==> src/rtl/length_prefixed_message_ring_assert.svh <==
// Assertion macros for the message ring.
// Both sample on the rising edge of clk and are off while rst_n is low.
`ifndef LENGTH_PREFIXED_MESSAGE_RING_ASSERT_SVH
`define LENGTH_PREFIXED_MESSAGE_RING_ASSERT_SVH

// Same-cycle implication.
`define LPMR_ASSERT_NOW(lbl, ante, cons, msg) \
    lbl: assert property (@(posedge clk) disable iff (!rst_n) (ante) |-> (cons)) \
        else $error(msg);

// Next-cycle implication.
`define LPMR_ASSERT_NEXT(lbl, ante, cons, msg) \
    lbl: assert property (@(posedge clk) disable iff (!rst_n) (ante) |=> (cons)) \
        else $error(msg);

`endif

==> src/rtl/lpmr_pkg.sv <==
package lpmr_pkg;

    localparam int RING_DEPTH = 4096;
    localparam int ADDR_W     = $clog2(RING_DEPTH);
    localparam int SIZE_W     = ADDR_W + 1;
    localparam int LEN_W      = 16;
    localparam int MLEN_W     = 12;
    localparam int MIN_SIZE   = 16;

    // input commands
    localparam logic [1:0] CMD_WSTART = 2'd0;
    localparam logic [1:0] CMD_WDATA  = 2'd1;
    localparam logic [1:0] CMD_RSTART = 2'd2;
    localparam logic [1:0] CMD_RNEXT  = 2'd3;

    // result status
    localparam logic [2:0] ST_OK       = 3'd0;
    localparam logic [2:0] ST_EMPTY    = 3'd1;
    localparam logic [2:0] ST_TOO_LONG = 3'd2;
    localparam logic [2:0] ST_HALF     = 3'd3;
    localparam logic [2:0] ST_NO_SPACE = 3'd4;
    localparam logic [2:0] ST_ORDER    = 3'd5;

    // open transfer
    localparam logic [1:0] MODE_IDLE  = 2'd0;
    localparam logic [1:0] MODE_WRITE = 2'd1;
    localparam logic [1:0] MODE_READ  = 2'd2;

    // datapath operations
    localparam logic [3:0] OP_NONE        = 4'd0;
    localparam logic [3:0] OP_LOAD        = 4'd1;
    localparam logic [3:0] OP_HDR_WR      = 4'd2;
    localparam logic [3:0] OP_HDR_RD      = 4'd3;
    localparam logic [3:0] OP_WSTART_FIN  = 4'd4;
    localparam logic [3:0] OP_WDATA       = 4'd5;
    localparam logic [3:0] OP_RSTART_FIN  = 4'd6;
    localparam logic [3:0] OP_RDATA_ISSUE = 4'd7;
    localparam logic [3:0] OP_RDATA_FIN   = 4'd8;
    localparam logic [3:0] OP_REJECT      = 4'd9;

    typedef struct packed {
        logic [3:0] op;
        logic [1:0] idx;
        logic [2:0] code;
    } lpmr_cmd_t;

    typedef struct packed {
        logic [1:0] cmd;
        logic [1:0] mode;
        logic       half_fail;
        logic       space_fail;
        logic       empty;
        logic       too_long;
    } lpmr_stat_t;

endpackage

==> src/rtl/lpmr_ctrl.sv <==
module lpmr_ctrl
    import lpmr_pkg::*;
(
    input  logic       clk,
    input  logic       rst_n,
    input  logic       s_tvalid,
    output logic       s_tready,
    output logic       m_tvalid,
    input  logic       m_tready,
    input  lpmr_stat_t stat,
    output lpmr_cmd_t  cmd
);

    localparam logic [2:0] S_IDLE  = 3'd0;
    localparam logic [2:0] S_DEC   = 3'd1;
    localparam logic [2:0] S_WHDR  = 3'd2;
    localparam logic [2:0] S_WFIN  = 3'd3;
    localparam logic [2:0] S_RHDR  = 3'd4;
    localparam logic [2:0] S_RWAIT = 3'd5;
    localparam logic [2:0] S_RFIN  = 3'd6;
    localparam logic [2:0] S_RDAT  = 3'd7;

    logic [2:0] state_reg, state_next;
    logic [1:0] cnt_reg, cnt_next;
    logic       out_valid_reg, out_valid_next;
    logic       can_emit, emit, rej;
    logic [2:0] rej_code;

    // the output register is free now or drains this cycle
    assign can_emit = !out_valid_reg || m_tready;

    always_comb
    begin
        rej      = 1'b0;
        rej_code = ST_ORDER;
        case (stat.cmd)
            CMD_WSTART:
            begin
                if (stat.mode != MODE_IDLE)
                    rej = 1'b1;
                else if (stat.half_fail)
                begin
                    rej      = 1'b1;
                    rej_code = ST_HALF;
                end
                else if (stat.space_fail)
                begin
                    rej      = 1'b1;
                    rej_code = ST_NO_SPACE;
                end
            end
            CMD_WDATA:  rej = stat.mode != MODE_WRITE;
            CMD_RSTART:
            begin
                if (stat.mode != MODE_IDLE)
                    rej = 1'b1;
                else if (stat.empty)
                begin
                    rej      = 1'b1;
                    rej_code = ST_EMPTY;
                end
            end
            CMD_RNEXT:  rej = stat.mode != MODE_READ;
            default:    rej = 1'b1;
        endcase
    end

    always_comb
    begin
        state_next = state_reg;
        cnt_next   = cnt_reg;
        emit       = 1'b0;
        cmd.op     = OP_NONE;
        cmd.idx    = cnt_reg;
        cmd.code   = rej_code;

        case (state_reg)
            S_IDLE:
            begin
                if (s_tvalid)
                begin
                    cmd.op     = OP_LOAD;
                    state_next = S_DEC;
                end
            end
            S_DEC:
            begin
                cnt_next = 2'd0;
                if (rej)
                begin
                    if (can_emit)
                    begin
                        cmd.op     = OP_REJECT;
                        emit       = 1'b1;
                        state_next = S_IDLE;
                    end
                end
                else
                begin
                    case (stat.cmd)
                        CMD_WSTART: state_next = S_WHDR;
                        CMD_WDATA:
                        begin
                            if (can_emit)
                            begin
                                cmd.op     = OP_WDATA;
                                emit       = 1'b1;
                                state_next = S_IDLE;
                            end
                        end
                        CMD_RSTART: state_next = S_RHDR;
                        default:
                        begin
                            cmd.op     = OP_RDATA_ISSUE;
                            state_next = S_RDAT;
                        end
                    endcase
                end
            end
            S_WHDR:
            begin
                cmd.op   = OP_HDR_WR;
                cnt_next = cnt_reg + 2'd1;
                if (cnt_reg == 2'd3)
                    state_next = S_WFIN;
            end
            S_WFIN:
            begin
                if (can_emit)
                begin
                    cmd.op     = OP_WSTART_FIN;
                    emit       = 1'b1;
                    state_next = S_IDLE;
                end
            end
            S_RHDR:
            begin
                cmd.op   = OP_HDR_RD;
                cnt_next = cnt_reg + 2'd1;
                if (cnt_reg == 2'd3)
                    state_next = S_RWAIT;
            end
            S_RWAIT:
            begin
                // last prefix byte shifts in
                state_next = S_RFIN;
            end
            S_RFIN:
            begin
                if (can_emit)
                begin
                    cmd.op     = OP_RSTART_FIN;
                    emit       = 1'b1;
                    state_next = S_IDLE;
                end
            end
            S_RDAT:
            begin
                if (can_emit)
                begin
                    cmd.op     = OP_RDATA_FIN;
                    emit       = 1'b1;
                    state_next = S_IDLE;
                end
            end
            default:
            begin
                state_next = S_IDLE;
            end
        endcase
    end

    always_comb
    begin
        if (emit)
            out_valid_next = 1'b1;
        else if (m_tready)
            out_valid_next = 1'b0;
        else
            out_valid_next = out_valid_reg;
    end

    always_ff @(posedge clk or negedge rst_n)
    begin
        if (!rst_n)
        begin
            state_reg     <= S_IDLE;
            cnt_reg       <= 2'd0;
            out_valid_reg <= 1'b0;
        end
        else
        begin
            state_reg     <= state_next;
            cnt_reg       <= cnt_next;
            out_valid_reg <= out_valid_next;
        end
    end

    assign s_tready = state_reg == S_IDLE;
    assign m_tvalid = out_valid_reg;

endmodule

==> config.mk <==
export PLATFORM = sky130hd
export DESIGN_NAME = lpmr_ctrl
export DESIGN_NICKNAME = d
export VERILOG_FILES = /design/src/rtl/length_prefixed_message_ring_assert.svh /design/src/rtl/lpmr_pkg.sv /design/src/rtl/lpmr_ctrl.sv
export SDC_FILE = /design/constraint.sdc
export NUM_CORES = 1
export LEC_CHECK = 0
export BUFFER_PORTS_ARGS = -buffer_cell sky130_fd_sc_hd__buf_2
export CAP_MARGIN = 20
export CORE_UTILIZATION = 47
export DETAILED_ROUTE_END_ITERATION = 8
export GPL_ROUTABILITY_DRIVEN = 1
export GPL_TIMING_DRIVEN = 0
export PLACE_DENSITY = 0.77
export SYNTH_ARGS = -nofsm -noshare
export SYNTH_HDL_FRONTEND = slang
export SYNTH_SLANG_ARGS = --single-unit
==> constraint.sdc <==
create_clock -name clk -period 1.74 [get_ports clk]
set_input_delay 0.348 -clock clk [delete_from_list [all_inputs] [get_ports clk]]
set_output_delay 0.348 -clock clk [all_outputs]
set_load 0.02 [all_outputs]
==> metrics.txt, run 1 <==
Die W 38.23 µm; post-route antenna net violation count 0; RSZ-0062 raised after global routing true; CP endpoint kind output pin; H-tree depth 1; starting density of the core about 53%; kind of critical path flip-flop to output pin; CTS Root Cell clkbuf_4; Bufs on Longest Clock Path 2; Final Hold Fails 0; initial drt markers 18; worst-path maximum fanout 3; r2r startpoint m_tvalid$_DFFE_PN0P_; Worst VDD drop about 1.3 mV; crit path time final 1.859 ns; nature of the critical path startpoint flip-flop; GR peak layer met2; worst relative slew slack 68.31%; Synth Register Bits 6; vias in the first global route 580; max-cap violations 0; Final Skew 0.003041 ns; initial antenna violation count 0; die height 38.23 µm; area of the multi-input gates 469.2 µm²; clk_lat worst skew roughly 0.24 ns; commonest non-fill, non-tap cell in the layout buf_2; number of buffers created by CTS 3; met3 Track Usage GR 3.488%; CTS tree built; Clock transition at path regs 0.04 ns; Least-Margin Pin Slew 0.4717 ns; DRC violations left 0; P&R area growth vs syn 39.55%; Routed WL 1.573 mm; core area 1156 µm²; Storage cell area around 150 µm²; Post-Syn Nets between 90 and 100; final setup violation count 3; port bufs 20; critical-path cell list or2b_4, a32oi_2, o32a_1, o21ai_1, buf_4; first-pass GRT wire length 2.470 mm; hold path start s_tvalid; WP data required 1.39 ns; hold path depth 3; Post-Place Setup Slack -0.1111 ns; Syn Area/Cell 7.908 µm²; max incr delay on CP 0.38 ns; Yosys warning count 0; Via density 5.800; leakage around 0.39 nW; crit path DAT 1.51 ns; overall power 1.544 mW; most frequent cells in the layout buf_2, nor2_1, buf_4; Layout Nets roughly 120; Seq/Total Area, Yosys ~24%; gpl congestion 0.8269; Worst Hold Path EP state_reg[0]$_DFFE_PN0P_; met1 Use GR about a third; Ant. Diodes 0; outcome finished with violations; pwr/cell area 1794 nW/µm²; die area 1461 µm²; layout cell share with drive strength beyond 1 between 40 and 50%; CP max stage cell dfrtp_1; total gr overflow 0; drt first pass iters 4; cells on worst reg2reg path 4; Post-Syn Instances 78; Pins Over Slew Limit 0; Cell variety after synth 40; via count 696; Tot GR Track Use between 20% and 30%; WL per Instance 13.11 µm; met2 Usage GRT roughly two fifths; r2r setup slk 0.33 ns; setup tns final -0.2629 ns; Ports 23; max reg flops 3; clock sink count 6; reg2reg end state_reg[1]$_DFFE_PN0P_; DP HPWL between 1 and 1.5 mm; mapped cell area 616.8 µm²; fillers 98; HP Class input pin to flip-flop; FMAX 538.0 MHz; Final Cycle Share 106.8%; violated checks setup timing; largest net degree at the start of global routing 11; final worst setup slack -0.1187 ns; FP Rows 12
## per-stage QoR
| step | hold slack (ns) | cell area (µm²) | std cells | utilization (%) |
|---|---|---|---|---|
| final | 0.4369 | 860.8 | 120 | 74.46 |
| after global routing | 0.4571 | 860.8 | 120 | 74.46 |
| after CTS | 0.4330 | 840.8 | 120 | 72.73 |
| after detailed placement | 0.1717 | 742.0 | 112 | 64.18 |
| after global placement | 0.1719 | 742.0 | 112 | 64.18 |
| after floorplan | 0.05241 | 624.3 | 78 | - |
## worst max path at each step
stage | from | endpoint | slack [ns] | cells past startpoint
3_3_place_gp | m_tready | cmd[5] | -0.09 | 6
3_5_place_dp | m_tready | cmd[5] | -0.11 | 6
5_1_grt | m_tvalid$_DFFE_PN0P_ | cmd[5] | -0.16 | 5
4_1_cts | m_tvalid$_DFFE_PN0P_ | cmd[5] | -0.12 | 5
2_1_floorplan | m_tvalid$_DFFE_PN0P_ | cmd[5] | 0.009 | 4
6_report | m_tvalid$_DFFE_PN0P_ | cmd[5] | -0.12 | 5
## area by class of cell
class	instances	area share (%)
buffer	4	4.360
sequential	6	17.59
clock buffer	3	2.616
inverter	1	0.4360
timing repair buffer	26	18.46
tap	14	2.035
multi-input combinational	66	54.51
## metal layers
| layer | share of wire (%) | wire (µm) | vias up |
|---|---|---|---|
| met4 | 0 | 0 | 0 |
| met1 | 47 | 739 | 330 |
| li1 | - | - | 348 |
| met3 | 3.2 | 50 | 0 |
| met5 | 0 | 0 | - |
| met2 | 50 | 782 | 18 |
## synthesized netlist by cell type (all sizes together)
library cell	count	area share (%)
a211oi	1	1.2
a21boi	1	1.2
a21o	1	1.2
a21oi	3	3.0
a221oi	3	5.3
a31oi	1	1.0
a32oi	2	2.8
and2	2	2.0
and2b	1	1.4
and3b	1	1.6
buf	4	5.1
clkbuf	1	0.61
dfrtp	6	24
ha	1	2.0
inv	1	0.61
mux2	1	1.8
nand2	7	4.3
nand3	3	2.4
nor2	10	6.1
nor2b	3	4.3
nor3	5	4.1
nor4	2	2.0
o211ai	1	1.2
o21a	2	2.4
o21ai	4	3.2
o22ai	1	1.0
o311a	1	1.6
o31ai	1	1.2
o32a	1	1.6
o41ai	1	1.4
or2	2	2.0
or2b	1	1.4
xnor2	1	1.4
xor2	2	2.8
## power breakdown
group / total, mW / switching, mW / internal (mW)
Clock: 0.121 / 0.0430 / 0.0775
Sequential: 0.272 / 0.0650 / 0.207
Combinational: 1.15 / 0.630 / 0.522
## timing repair
action	in CTS	in global routing
pin swaps	3	0
gates resized for setup	8	8
buffers inserted	5	1
endpoints found under the setup margin	4	5
endpoints found under the hold margin	6	0
hold buffers	1	0
## kinds of logic (layout without fill, tap and decap cells)
kind of cell               count (synthesis)  count (layout)  synth area share, %
muxes                                      1               1                1.825
and+or+nand+nor                           37              37                31.64
AOI/OAI and AO/OA                         24              24                29.62
buffers and inverters                      6              34                6.285
DFF                                        6               6                24.34
xor gates and xnor gates                   3               3                4.260
adders and majority gates                  1               1                2.028
## critical path, delay by kind of cell (launching register included)
kind | cells | cell delay (ns)
DFF | 1 | 0.38
and+or+nand+nor | 1 | 0.22
AOI/OAI and AO/OA | 3 | 0.51
buffers and inverters | 1 | 0.15
(Power assumes the default switching activity.)
==> run 2: changes to the inputs <==
CORE_UTILIZATION = 42   (was 47)
PLACE_DENSITY = 0.73   (was 0.77)
clock period = 1.7 ns   (was 1.74 ns; I/O delays follow)
==> metrics.txt, run 2 (synthesis gave the netlist of run 1 again) <==
outcome finished with violations; violated checks setup timing; Least-Margin Pin Slew 0.3189 ns; CTS Root Cell clkbuf_4; FMAX ~550 MHz; first-pass GRT wire length approximately 2.2 mm; Die W 40.33 µm; DP HPWL 1.119 mm; H-tree depth 1; WP data required 1.36 ns; commonest non-fill, non-tap cell in the layout buf_2; Final Skew ~0.0029 ns; Worst VDD drop roughly 1.0 mV; DRC violations left 0; Clock transition at path regs ~0.04 ns; clock sink count 6; kind of critical path flip-flop to output pin; nature of the critical path startpoint flip-flop; total gr overflow 0; post-route antenna net violation count 0; pwr/cell area about 1800 nW/µm²; WL per Instance between 10 and 15 µm; final setup violation count 4; Layout Nets 121; Via density 5.826; Post-Place Setup Slack -0.1179 ns; setup tns final -0.3586 ns; Ports 23; leakage roughly 0.4 nW; gpl congestion between 0.8 and 0.9; CP endpoint kind output pin; final worst setup slack -0.1235 ns; Final Cycle Share 107.3%; crit path DAT 1.48 ns; core area 1334 µm²; DP Area roughly 750 µm²; max reg flops 3; most frequent cells in the layout buf_2, nor2_1, buf_4; die height 40.33 µm; vias in the first global route 551; FP Rows 13; Finished Cell Area 877.1 µm²; drt first pass iters 4; RSZ-0062 raised after global routing true; fillers ~130; Bufs on Longest Clock Path 2; worst relative slew slack 78.57%; number of buffers created by CTS 3; port bufs 20; Ant. Diodes 0; Routed WL around 1.5 mm; die area 1626 µm²; via count 705; max-cap violations 0; Final Hold Fails 0; Pins Over Slew Limit 0; Tot GR Track Use about a fifth; layout cell share with drive strength beyond 1 between 40% and 50%; P&R area growth vs syn 42.19%; Storage cell area roughly 150 µm²; initial drt markers 9; largest net degree at the start of global routing 11; overall power 1.589 mW; crit path time final 1.824 ns; HP Class input pin to flip-flop; starting density of the core 46.25%; clk_lat worst skew approximately 0.24 ns; CTS tree built; worst-path maximum fanout 3; initial antenna violation count 0; area of the multi-input gates 484.2 µm²; hold_ws roughly 0.43 ns
run 2: cell type report:
type | instances | area share [%]
multi-input combinational | 66 | 55.21
sequential | 6 | 17.26
clock buffer | 3 | 2.568
buffer | 4 | 3.994
timing repair buffer | 26 | 18.40
inverter | 1 | 0.4280
tap | 15 | 2.140
run 2: worst max-delay path, stage by stage, from the launching register on:
cell     delay, ns
dfrtp_1       0.38
or2b_4        0.22
a32oi_2       0.10
o32a_1        0.31
o21ai_2       0.12
buf_6         0.13
run 2: final timing paths:
| check | startpoint | endpoint | slack [ns] | cells after the start |
|---|---|---|---|---|
| max in group asynchronous | rst_n | state_reg[0]$_DFFE_PN0P_ | 1.10 | 2 |
| setup reg to reg | state_reg[1]$_DFFE_PN0P_ | state_reg[0]$_DFFE_PN0P_ | 0.36 | 5 |
| setup / recovery | m_tvalid$_DFFE_PN0P_ | cmd[5] | -0.12 | 5 |
| min in group asynchronous | rst_n | state_reg[2]$_DFFE_PN0P_ | 0.45 | 2 |
| hold reg to reg | cnt_reg[0]$_DFFE_PN0P_ | cnt_reg[0]$_DFFE_PN0P_ | 0.55 | 1 |
| hold / removal | s_tvalid | state_reg[0]$_DFFE_PN0P_ | 0.43 | 3 |
run 2: stage by stage:
step                      cells  utilization, %
final                       121           65.76
after global routing        121           65.76
after CTS                   120           62.57
after detailed placement    113           56.00
after global placement      113           56.00
after floorplan              78               -
run 2: repair_timing:
item,in CTS,in global routing
setup buffers,4,1
gates resized for setup,8,8
pin swaps,2,1
hold buffers,1,0
endpoints found under the hold margin,6,0
cloned,0,0
endpoints found under the setup margin,4,5
run 2: power by group:
part	internal, mW	total (mW)	switching (mW)
clock	0.0794	0.124	0.0441
combinational	0.542	1.19	0.646
sequential	0.212	0.277	0.0656
total	0.834	1.59	0.755
run 2: routing by layer:
metal | up-vias | GRT usage, % | routed length (µm) | part of all wire, %
met4 | 0 | 5.000 | 0 | 0
met3 | 0 | 3.333 | 48 | 3.1
li1 | 350 | - | - | -
met1 | 339 | 26.53 | 740 | 48
met5 | - | 0 | 0 | 0
met2 | 16 | 36.11 | 737 | 48
==> run 3: changes to the inputs <==
ABC_AREA = 1   (was default)
CORE_UTILIZATION = 43   (was 42)
PLACE_DENSITY = 0.74   (was 0.73)
==> metrics.txt, run 3 <==
outcome finished with violations; violated checks setup timing; CP endpoint kind output pin; mapped cell area between 600 and 700 µm²; FP Rows 13; Synth Flop Type dfrtp_1; WL per Instance between 10 and 15 µm; Ant. Diodes 0; FMAX 553.2 MHz; HP Class input pin to flip-flop; Post-synth top cells nand2_1, inv_1, nand3_1, nor2_1; largest net degree at the start of global routing 11; final setup violation count 2; Post-Syn Instances 103; vias in the first global route 642; CTS Root Cell clkbuf_4; most used cell, CP buf_4; Yosys warning count 0; gpl congestion 0.8449; post-synth top area share between 20% and 30%; pwr/cell area 1771 nW/µm²; number of buffers created by CTS 3; Post-synth EDFFs 0; core area 1334 µm²; Worst VDD drop around 1.1 mV; worst relative slew slack 84.43%; Final Cycle Share 106.3%; Clock transition at path regs 0.04 ns; Synth Register Bits 6; synth top area cells dfrtp_1, nand2_1, nand3_1; WP data required ~1.4 ns; max reg flops 3; clk_lat worst skew 0.23 ns; Via density 5.237; initial antenna violation count 0; layout cell share with drive strength beyond 1 46.81%; Routed WL roughly 1.8 mm; worst-path maximum fanout 5; H-tree depth 1; max-cap violations 0; final worst setup slack -0.1075 ns; drt first pass iters 4; Bufs on Longest Clock Path 2; Tot GR Track Use 23.64%; via count approximately 820; delay-heaviest family, CP flip-flops; ys async rst share between 90% and 100%; Least-Margin Pin Slew 0.2317 ns; nature of the critical path startpoint flip-flop; crit path time final 1.808 ns; first-pass GRT wire length 2.511 mm; port bufs 19; Syn Area/Cell between 6 and 7 µm²; clock sink count 6; Seq/Total Area, Yosys 23.81%; die height 40.30 µm; Die W a little over 40 µm; Final Skew between 0.0009 and 0.001 ns; post-route antenna net violation count 0; commonest non-fill, non-tap cell in the layout nand2_1; overall power ~1.7 mW; total gr overflow 0; RSZ-0062 raised after global routing true; starting density of the core approximately 47%; kind of critical path flip-flop to output pin; Cell variety after synth 22; die area ~1600 µm²; critical-path cell list inv_4, buf_4, nor2_2, nand2_1, nand2_2, inv_2, o211ai_1, buf_4; count leader, synth nand2_1; most frequent cells in the layout nand2_1, buf_4, buf_2; Crit path buffers/inverters 4; leakage 0.5248 nW; Final Hold Fails 0; Layout Nets roughly 160; setup tns final -0.1864 ns; DP HPWL 1.064 mm; CTS tree built; Post-Syn Nets 116; max incr delay on CP 0.44 ns; initial drt markers 17; P&R area growth vs syn 51.59%; Pins Over Slew Limit 0; final core utilization between 70 and 80%; Ports 23; crit path DAT 1.47 ns; largest area contributor in the netlist dfrtp_1; CP max stage cell dfrtp_2; DRC violations left 0
-- run 3: metrics by stage --
stage	hold WS (ns)	instances	worst slack, ns	area, µm²
6_report	0.3976	156	-0.1075	955.9
5_1_grt	0.4233	156	-0.1940	955.9
4_1_cts	0.3944	151	-0.05493	894.6
3_5_place_dp	0.1641	137	-0.03883	750.7
3_3_place_gp	0.1636	137	-0.03841	750.7
2_1_floorplan	0.04441	103	0.06041	636.9
-- run 3: area by class of cell --
class                           count  area (µm²)
Multi-Input combinational cell     77       431.7
Tap cell                           15       18.77
Inverter                           17       68.82
Timing Repair Buffer               35       235.2
Buffer                              3       26.28
Clock buffer                        3       22.52
Sequential cell                     6       152.6
Fill cell                         107       377.9
-- run 3: worst paths after layout --
kind                                                 end  depth (start not counted)  slack [ns]                     start
min in group asynchronous         cnt_reg[1]$_DFFE_PN0P_                          2        0.45                     rst_n
worst max register to register  state_reg[0]$_DFFE_PN0P_                         11        0.04  state_reg[2]$_DFFE_PN0P_
worst min-delay path                m_tvalid$_DFFE_PN0P_                          4        0.40                  m_tready
worst min register to register    cnt_reg[1]$_DFFE_PN0P_                          2        0.53    cnt_reg[1]$_DFFE_PN0P_
worst max-delay path                              cmd[6]                          8       -0.11  state_reg[2]$_DFFE_PN0P_
max in group asynchronous       state_reg[2]$_DFFE_PN0P_                          2        1.10                     rst_n
-- run 3: routing by layer --
metal / vias to the layer above / share of wire [%] / global-route usage [%]
li1: 409 / - / -
met1: 363 / 45 / 29.21
met2: 40 / 48 / 35.08
met3: 5 / 5.6 / 6.667
met4: 0 / 1.1 / 16.67
met5: - / 0 / 0
-- run 3: timing repair --
action                     4_1_cts  5_1_grt
setup endpoints to repair        4        6
hold endpoints to repair         6        0
buffers inserted                10        7
hold buffers                     1        0
resized for setup               10       10
pin swaps                        2        5
-- run 3: logic make-up after synthesis --
family | count (synthesis) | synth area share (%)
AO/OA/AOI/OAI | 10 | 8.930
adder cells (fa/ha/maj) | 1 | 1.984
AND/OR/NAND/NOR | 66 | 50.60
buffers and inverters | 20 | 14.68
flip-flops | 6 | 23.81
-- run 3: report_power, final --
part / internal [mW] / switching (mW)
sequential: 0.219 / 0.0885
clock: 0.0794 / 0.0440
combinational: 0.556 / 0.706
total: 0.854 / 0.839
-- run 3: tightest hold or removal path: cells and delay by family --
kind                   cells  cell delay [ns]
and+or+nand+nor            2             0.12
buffers and inverters      2             0.13
